===== config.mk =====
export PLATFORM = sky130hd
export DESIGN_NAME = duplicate_message_filter_top
export DESIGN_NICKNAME = d
export VERILOG_FILES = /design/src/hw/rtl/dmf_pkg.sv /design/src/hw/rtl/dmf_ram.sv /design/src/hw/rtl/duplicate_message_filter_top.sv
export SDC_FILE = /design/constraint.sdc
export NUM_CORES = 2
export LEC_CHECK = 0
export BUFFER_PORTS_ARGS = -buffer_cell sky130_fd_sc_hd__buf_4
export CAP_MARGIN = 40
export CORE_AREA = 2 2 413 415
export CTS_CLUSTER_DIAMETER = 150
export CTS_CLUSTER_SIZE = 24
export DETAILED_ROUTE_END_ITERATION = 12
export DIE_AREA = 0 0 415 417
export PLACE_DENSITY = 0.76
export SETUP_SLACK_MARGIN = 0.4
export SYNTH_ARGS = -nofsm -noshare
export SYNTH_HDL_FRONTEND = slang
export SYNTH_HIERARCHICAL = 1
export SYNTH_SLANG_ARGS = --single-unit

===== constraint.sdc =====
create_clock -name clk -period 8.7 [get_ports clk]
set_clock_uncertainty 0.05 [all_clocks]
set_input_delay 0.87 -clock clk [delete_from_list [all_inputs] [get_ports clk]]
set_output_delay 0.87 -clock clk [all_outputs]
set_load 0.02 [all_outputs]

===== src/hw/rtl/dmf_pkg.sv =====
// Shared types and constants for the duplicate message filter.
package dmf_pkg;

  // Minimum datagram length that holds a full header.
  localparam int unsigned HeaderBytes = 64;

  // The magic "E852" as it arrives, with the first byte in bits 7:0.
  localparam logic [31:0] MagicWord = 32'h3235_3845;

  // Verdict codes reported with each result item.
  localparam logic [1:0] VerdictAccepted  = 2'd0;
  localparam logic [1:0] VerdictDuplicate = 2'd1;
  localparam logic [1:0] VerdictMalformed = 2'd2;

  // One history entry: the identifying triple of a message.
  typedef struct packed {
    logic [31:0] process;
    logic [31:0] host;
    logic [31:0] sequence_nr;
  } triple_t;

  localparam int unsigned TripleBits = $bits(triple_t);

  // Controller states.
  typedef enum logic [1:0] {
    S_IDLE = 2'b01,
    S_SCAN = 2'b10
  } state_t;

endpackage


===== src/hw/rtl/dmf_ram.sv =====
// Generic single-port-write, single-port-read RAM with registered read data.
module dmf_ram
  import dmf_pkg::*;
#(
  parameter int unsigned WIDTH = 96,
  parameter int unsigned DEPTH = 20
) (
  input  logic                                         clk,
  input  logic                                         wr_en,
  input  logic [((DEPTH > 1) ? $clog2(DEPTH) : 1)-1:0] wr_addr,
  input  logic [WIDTH-1:0]                             wr_data,
  input  logic                                         rd_en,
  input  logic [((DEPTH > 1) ? $clog2(DEPTH) : 1)-1:0] rd_addr,
  output logic [WIDTH-1:0]                             rd_data
);

  logic [WIDTH-1:0] mem_r [DEPTH];
  logic [WIDTH-1:0] rd_data_r;

  // Write port.
  always_ff @(posedge clk) begin
    if (wr_en) begin
      mem_r[wr_addr] <= wr_data;
    end
  end

  // Registered read port.
  always_ff @(posedge clk) begin
    if (rd_en) begin
      rd_data_r <= mem_r[rd_addr];
    end
  end

  assign rd_data = rd_data_r;

endmodule


===== src/hw/rtl/duplicate_message_filter_top.sv =====
// Top level of the duplicate message filter: header check, history scan and update.
//
//   channel   direction  handshake                 payload
//   input     in         start && !busy            in_message_length, in_magic_bytes,
//                                                  in_sender_process, in_sender_host,
//                                                  in_sequence_number
//   result    out        out_valid, one cycle      out_verdict, out_accepted_length
//
// A malformed item gives its result in the cycle after it is accepted and leaves busy low.
// A well-formed item scans the history one entry a cycle through the single read port
// of the history RAM, so its result comes after the last entry is compared, earlier
// when a duplicate is found. Busy drops as the result is shown, so the next item can be
// taken in the cycle its result is shown.
// Reset clears the valid bits and the replace pointer at once; no clearing pass is needed.
// The receiver cannot stall: each result is shown for exactly one cycle.
module duplicate_message_filter_top
  import dmf_pkg::*;
#(
  parameter int unsigned HISTORY_DEPTH = 20
) (
  input  logic        clk,
  input  logic        rst_n,
  input  logic        start,
  output logic        busy,
  input  logic [15:0] in_message_length,
  input  logic [31:0] in_magic_bytes,
  input  logic [31:0] in_sender_process,
  input  logic [31:0] in_sender_host,
  input  logic [31:0] in_sequence_number,
  output logic        out_valid,
  output logic [1:0]  out_verdict,
  output logic [15:0] out_accepted_length
);

  localparam int unsigned PtrW = (HISTORY_DEPTH > 1) ? $clog2(HISTORY_DEPTH) : 1;
  localparam logic [PtrW-1:0] LastIdx = PtrW'(HISTORY_DEPTH - 1);

  state_t                  state_r, state_nxt;
  triple_t                 key_r, key_nxt;
  logic [15:0]             len_r, len_nxt;
  logic [HISTORY_DEPTH-1:0] valid_r, valid_nxt;
  logic [PtrW-1:0]         ptr_r, ptr_nxt;
  logic [PtrW-1:0]         issue_idx_r, issue_idx_nxt;
  logic                    issuing_r, issuing_nxt;
  logic [PtrW-1:0]         cmp_idx_r, cmp_idx_nxt;
  logic                    cmp_vld_r, cmp_vld_nxt;
  logic                    cmp_last_r, cmp_last_nxt;
  logic                    out_valid_r, out_valid_nxt;
  logic [1:0]              out_verdict_r, out_verdict_nxt;
  logic [15:0]             out_len_r, out_len_nxt;

  logic                    accept;
  logic                    malformed;
  logic                    hit;
  logic                    ram_wr_en;
  triple_t                 ram_rd_data;
  triple_t                 in_key;

  assign accept    = start && (state_r == S_IDLE);
  assign malformed = (in_message_length < 16'(HeaderBytes)) || (in_magic_bytes != MagicWord);
  assign in_key    = '{process: in_sender_process, host: in_sender_host,
                       sequence_nr: in_sequence_number};

  // An entry matches only if it holds a valid triple equal to the key.
  assign hit = cmp_vld_r && valid_r[cmp_idx_r] && (ram_rd_data == key_r);

  // History store; written only when a new item is taken into the history.
  dmf_ram #(
    .WIDTH (TripleBits),
    .DEPTH (HISTORY_DEPTH)
  ) u_hist_ram (
    .clk     (clk),
    .wr_en   (ram_wr_en),
    .wr_addr (ptr_r),
    .wr_data (key_r),
    .rd_en   (issuing_r),
    .rd_addr (issue_idx_r),
    .rd_data (ram_rd_data)
  );

  // Controller: accept, scan the history in order, then report and update.
  always_comb begin
    state_nxt       = state_r;
    key_nxt         = key_r;
    len_nxt         = len_r;
    valid_nxt       = valid_r;
    ptr_nxt         = ptr_r;
    issue_idx_nxt   = issue_idx_r;
    issuing_nxt     = issuing_r;
    cmp_idx_nxt     = cmp_idx_r;
    cmp_vld_nxt     = 1'b0;
    cmp_last_nxt    = cmp_last_r;
    out_valid_nxt   = 1'b0;
    out_verdict_nxt = out_verdict_r;
    out_len_nxt     = out_len_r;
    ram_wr_en       = 1'b0;

    unique case (state_r)
      S_IDLE: begin
        if (accept) begin
          if (malformed) begin
            out_valid_nxt   = 1'b1;
            out_verdict_nxt = VerdictMalformed;
            out_len_nxt     = '0;
          end else begin
            key_nxt       = in_key;
            len_nxt       = in_message_length;
            issue_idx_nxt = '0;
            issuing_nxt   = 1'b1;
            state_nxt     = S_SCAN;
          end
        end
      end

      S_SCAN: begin
        // Issue the next read while the previous entry is compared.
        cmp_vld_nxt  = issuing_r;
        cmp_idx_nxt  = issue_idx_r;
        cmp_last_nxt = (issue_idx_r == LastIdx);
        if (issuing_r) begin
          if (issue_idx_r == LastIdx) begin
            issuing_nxt = 1'b0;
          end else begin
            issue_idx_nxt = issue_idx_r + 1'b1;
          end
        end

        if (hit) begin
          out_valid_nxt   = 1'b1;
          out_verdict_nxt = VerdictDuplicate;
          out_len_nxt     = '0;
          issuing_nxt     = 1'b0;
          cmp_vld_nxt     = 1'b0;
          state_nxt       = S_IDLE;
        end else if (cmp_vld_r && cmp_last_r) begin
          // No match anywhere: take the item into the oldest slot.
          ram_wr_en          = 1'b1;
          valid_nxt[ptr_r]   = 1'b1;
          ptr_nxt            = (ptr_r == LastIdx) ? '0 : ptr_r + 1'b1;
          out_valid_nxt      = 1'b1;
          out_verdict_nxt    = VerdictAccepted;
          out_len_nxt        = len_r;
          state_nxt          = S_IDLE;
        end
      end

      default: begin
        state_nxt   = S_IDLE;
        issuing_nxt = 1'b0;
      end
    endcase
  end

  // Control state.
  always_ff @(posedge clk) begin
    if (!rst_n) begin
      state_r     <= S_IDLE;
      valid_r     <= '0;
      ptr_r       <= '0;
      issuing_r   <= 1'b0;
      cmp_vld_r   <= 1'b0;
      out_valid_r <= 1'b0;
    end else begin
      state_r     <= state_nxt;
      valid_r     <= valid_nxt;
      ptr_r       <= ptr_nxt;
      issuing_r   <= issuing_nxt;
      cmp_vld_r   <= cmp_vld_nxt;
      out_valid_r <= out_valid_nxt;
    end
  end

  // Payload and scan index registers.
  always_ff @(posedge clk) begin
    key_r         <= key_nxt;
    len_r         <= len_nxt;
    issue_idx_r   <= issue_idx_nxt;
    cmp_idx_r     <= cmp_idx_nxt;
    cmp_last_r    <= cmp_last_nxt;
    out_verdict_r <= out_verdict_nxt;
    out_len_r     <= out_len_nxt;
  end

  assign busy                = (state_r != S_IDLE);
  assign out_valid           = out_valid_r;
  assign out_verdict         = out_verdict_r;
  assign out_accepted_length = out_len_r;

endmodule


==> summary.md <==
| Metric | Value |
|---|---|
| Status | finished clean |
| Overall die height | roughly 420 um |
| PD cells | around 180 mW/mm^2 |
| # DRC | 0 |
| Dominant cell by count in the synthesized netlist | edfxtp_1 |
| Row count | between 150 and 200 |
| Yosys warnings | 6 |
| Area leader, netlist | edfxtp_1 |
| Clock Power Share | 0.313 |
| Final wirelength | between 200000 and 250000 um |
| CP required | between 9 and 10 ns |
| # Max-Cap Violations | 0 |
| Top-Level Pins | between 150 and 200 |
| Slew HR | 0.293 |
| RSZ-0062 raised after global routing | false |
| Clock Pin Slew Worst Setup and Hold Paths | roughly 0.090 ns |
| Num CTS Buffers | 101 |
| Net Sw Frac | 0.185 |
| Upper clock frequency limit | about 0.16 GHz |
| Number of clock sinks | ~2200 |
| Root buffer cell | clkbuf_16 |
| DR iter-0 viols | roughly 5500 |
| Number of port buffers | about 170 |
| CTS tree | yes |
| Power Internal | approximately 0.014 W |
| Lkg Pwr | 31.5 nW |
| Seq/Total Area, Yosys | 0.781 |
| Final Util | 0.541 |
| Setup bufs post-CTS | 0 |
| #FFs+latches synth | between 2000 and 2500 |
| CTS max path bufs | 3 |
| Yosys cell types | slightly below 70 |
| Final setup vio count | 0 |
| Commonest cells post-synth | edfxtp_1 (2157), mux2i_1 (685), nand2_1 (212), nand3_1 (191), nor2_1 (146) |
| Startpoint types | register |
| Worst-path fanout max | 42 |
| Combinational Power Share | 0.005 |
| Final Critical Period | between 6 and 7 ns |
| DPL Wire Length | ~110000 um |
| Hold Path Class | in -> reg |
| Final hold slack | 0.235 ns |
| Vias per cell | roughly 6.3 |
| Crit share post-route | 0.737 |
| Post-synth EDFFs | 2157 |
| Die X | 415 um |
| Yosys top cell area share | 0.774 |
| Kind of critical path | reg -> reg |
| Syn_nets | 4677 |
| Fraction of layout cells with a size suffix above 1 | 0.136 |
| Synth area leaders | edfxtp_1 (77%), mux2i_1 (8.2%), mux4_2 (2.6%) |
| Mapped cell area | between 0.08 and 0.09 sq mm |
| Routed Antenna Nets | 0 |
| Overall overflow remaining after global route | 0 |
| Area Overhead vs Synth | 8.97% |
| Skew-Pair Late Insertion Delay | around 0.77 ns |
| Cells after synthesis | between 4000 and 5000 |
| Worst VDD drop | approximately 0.17 mV |
| Initial antenna violation count | 9 |
| Primary FF master, synth | edfxtp_1 |
| H-tree depth | 3 |
| Setup TNS | 0 ns |
| Initial Util | 0.497 |
| Placer Congestion | 0.833 |
| Vias | about 43000 |
| CTS resizes | 0 |
| First-pass GRT wire length | 293000 um |
| Sequential share of power | 0.681 |
| Post-synth ARST share | 0 |
| Avg WL per Cell | slightly below 30 um |
| Core area | 0.169 sq mm |
| Die footprint | roughly 0.17 sq mm |
| Final Hold Fails | 0 |
| Fill cells | around 13000 |
| Number of global-route vias before repair | roughly 42000 |
| Max-slew violations | 0 |
| Arr. time, crit path | between 6 and 7 ns |
| Post-CTS Hold Buffers | 0 |
| First drt pass iteration count | 8 |
| Tightest Pin Transition | 1.06 ns |
| Nets | approximately 4800 |
| Sw Pwr | between 0.003 and 0.004 W |
| GRT Overall Usage | 0.232 |
| Worst setup EP type | register |
| Pin count of the biggest net entering global routing | approximately 140 |
| Mean Syn Cell Area | ~19 sq um |
cells in the final DEF (no fill, tap or decap), types with 7 or more instances in the layout:
master     count
a211oi_1      87
a21oi_1      100
a22oi_1       99
a31oi_1       19
and2_1        13
and2_2         7
buf_12        25
buf_16        21
buf_4        243
clkbuf_1      16
clkbuf_16    105
dfxtp_1       29
edfxtp_1    2157
ha_1           7
inv_1         35
mux2_2        86
mux2i_1      685
mux4_2        97
nand2_1      211
nand2b_1      10
nand3_1      191
nand4_1       15
nor2_1       125
nor2_4        21
nor2b_1       14
nor3_1        18
nor4_1        12
o22ai_1      106
xnor2_1       47
xor2_1        18
cell families (layout without fill, tap and decap cells):
kind of cell	count (synthesis)	after routing	share of synthesized area
AO/OA/AOI/OAI	450	450	0.0366
XOR/XNOR	65	65	0.00680
adder cells (fa/ha/maj)	7	7	0.00105
buffers and inverters	263	452	0.0157
flip-flops	2187	2187	0.781
multiplexers	873	873	0.121
other	0	6	0
AND/OR/NAND/NOR	678	678	0.0379
sequential cells by signal, summed over array words and instances (netlist names), 5 cells and up:
signal,flops
valid_r,20
out_accepted_length,16
issue_idx_r,5
ptr_r,5
len_r,16
u_hist_ram/rd_data,96
key_r,96
cmp_idx_r,5
u_hist_ram/mem_r,1920
power groups by stage:
stage                     clock network, W  registers (W)   logic [W]
after CTS                          0.00529         0.0114   0.0000909
after global routing               0.00563         0.0114   0.0000929
final                              0.00524         0.0114   0.0000878
after global placement                   0         0.0116   0.0000907
after detailed placement                 0         0.0116   0.0000899
after floorplan                          0         0.0116  0.00000557
per-layer routing:
| layer | GRT usage | vias up | share of wire |
|---|---|---|---|
| li1 | - | 18200 | - |
| met1 | 0.323 | 22500 | 0.39 |
| met2 | 0.379 | 2461 | 0.48 |
| met3 | 0.0392 | 370 | 0.098 |
| met4 | 0.0716 | 2 | 0.033 |
| met5 | 0 | - | 0.000063 |
stage by stage:
step / std cells / power (W) / setup WS, ns / cell area (sq um)
after CTS: 6930 / 0.0168 / 2.42 / 91200
after global placement: 6771 / 0.0117 / 2.62 / 87600
after detailed placement: 6805 / 0.0117 / 2.49 / 88500
final: 6936 / 0.0167 / 2.29 / 91200
after global routing: 6933 / 0.0171 / 2.16 / 91200
after floorplan: 4523 / 0.0116 / 1.57 / 83700
final timing paths:
check                                                to  slack (ns)                   start  cells after the start
worst max-delay path            u_hist_ram/mem_r[3][42]        2.29               key_r[59]                     11
worst min-delay path                          key_r[18]        0.24  in_sequence_number[18]                      1
worst max register to register  u_hist_ram/mem_r[3][42]        2.29               key_r[59]                     11
worst min register to register               valid_r[7]        0.41              valid_r[7]                      2
final cells by class:
type,instances,area [sq um],area share
Sequential cell,2187,65400,0.717
Multi-Input combinational cell,2073,17200,0.189
Timing Repair Buffer,290,2910,0.0319
Tap cell,2218,2780,0.0304
Clock buffer,121,2690,0.0295
Inverter,37,144,0.00158
Clock inverter,4,65.1,0.000713
Antenna cell,6,15.0,0.000165
critical path, stage by stage, from the launching register on:
cell,delay (ns)
edfxtp_1,0.63
xnor2_1,0.65
nand4_1,0.55
nor4_1,0.87
nand4_1,0.29
nor4_4,0.81
a211oi_4,0.13
buf_4,0.27
nand3_1,0.44
nor2_4,0.29
buf_4,0.46
buf_4,0.52
Note: power is estimated with default switching activity, not from simulation.
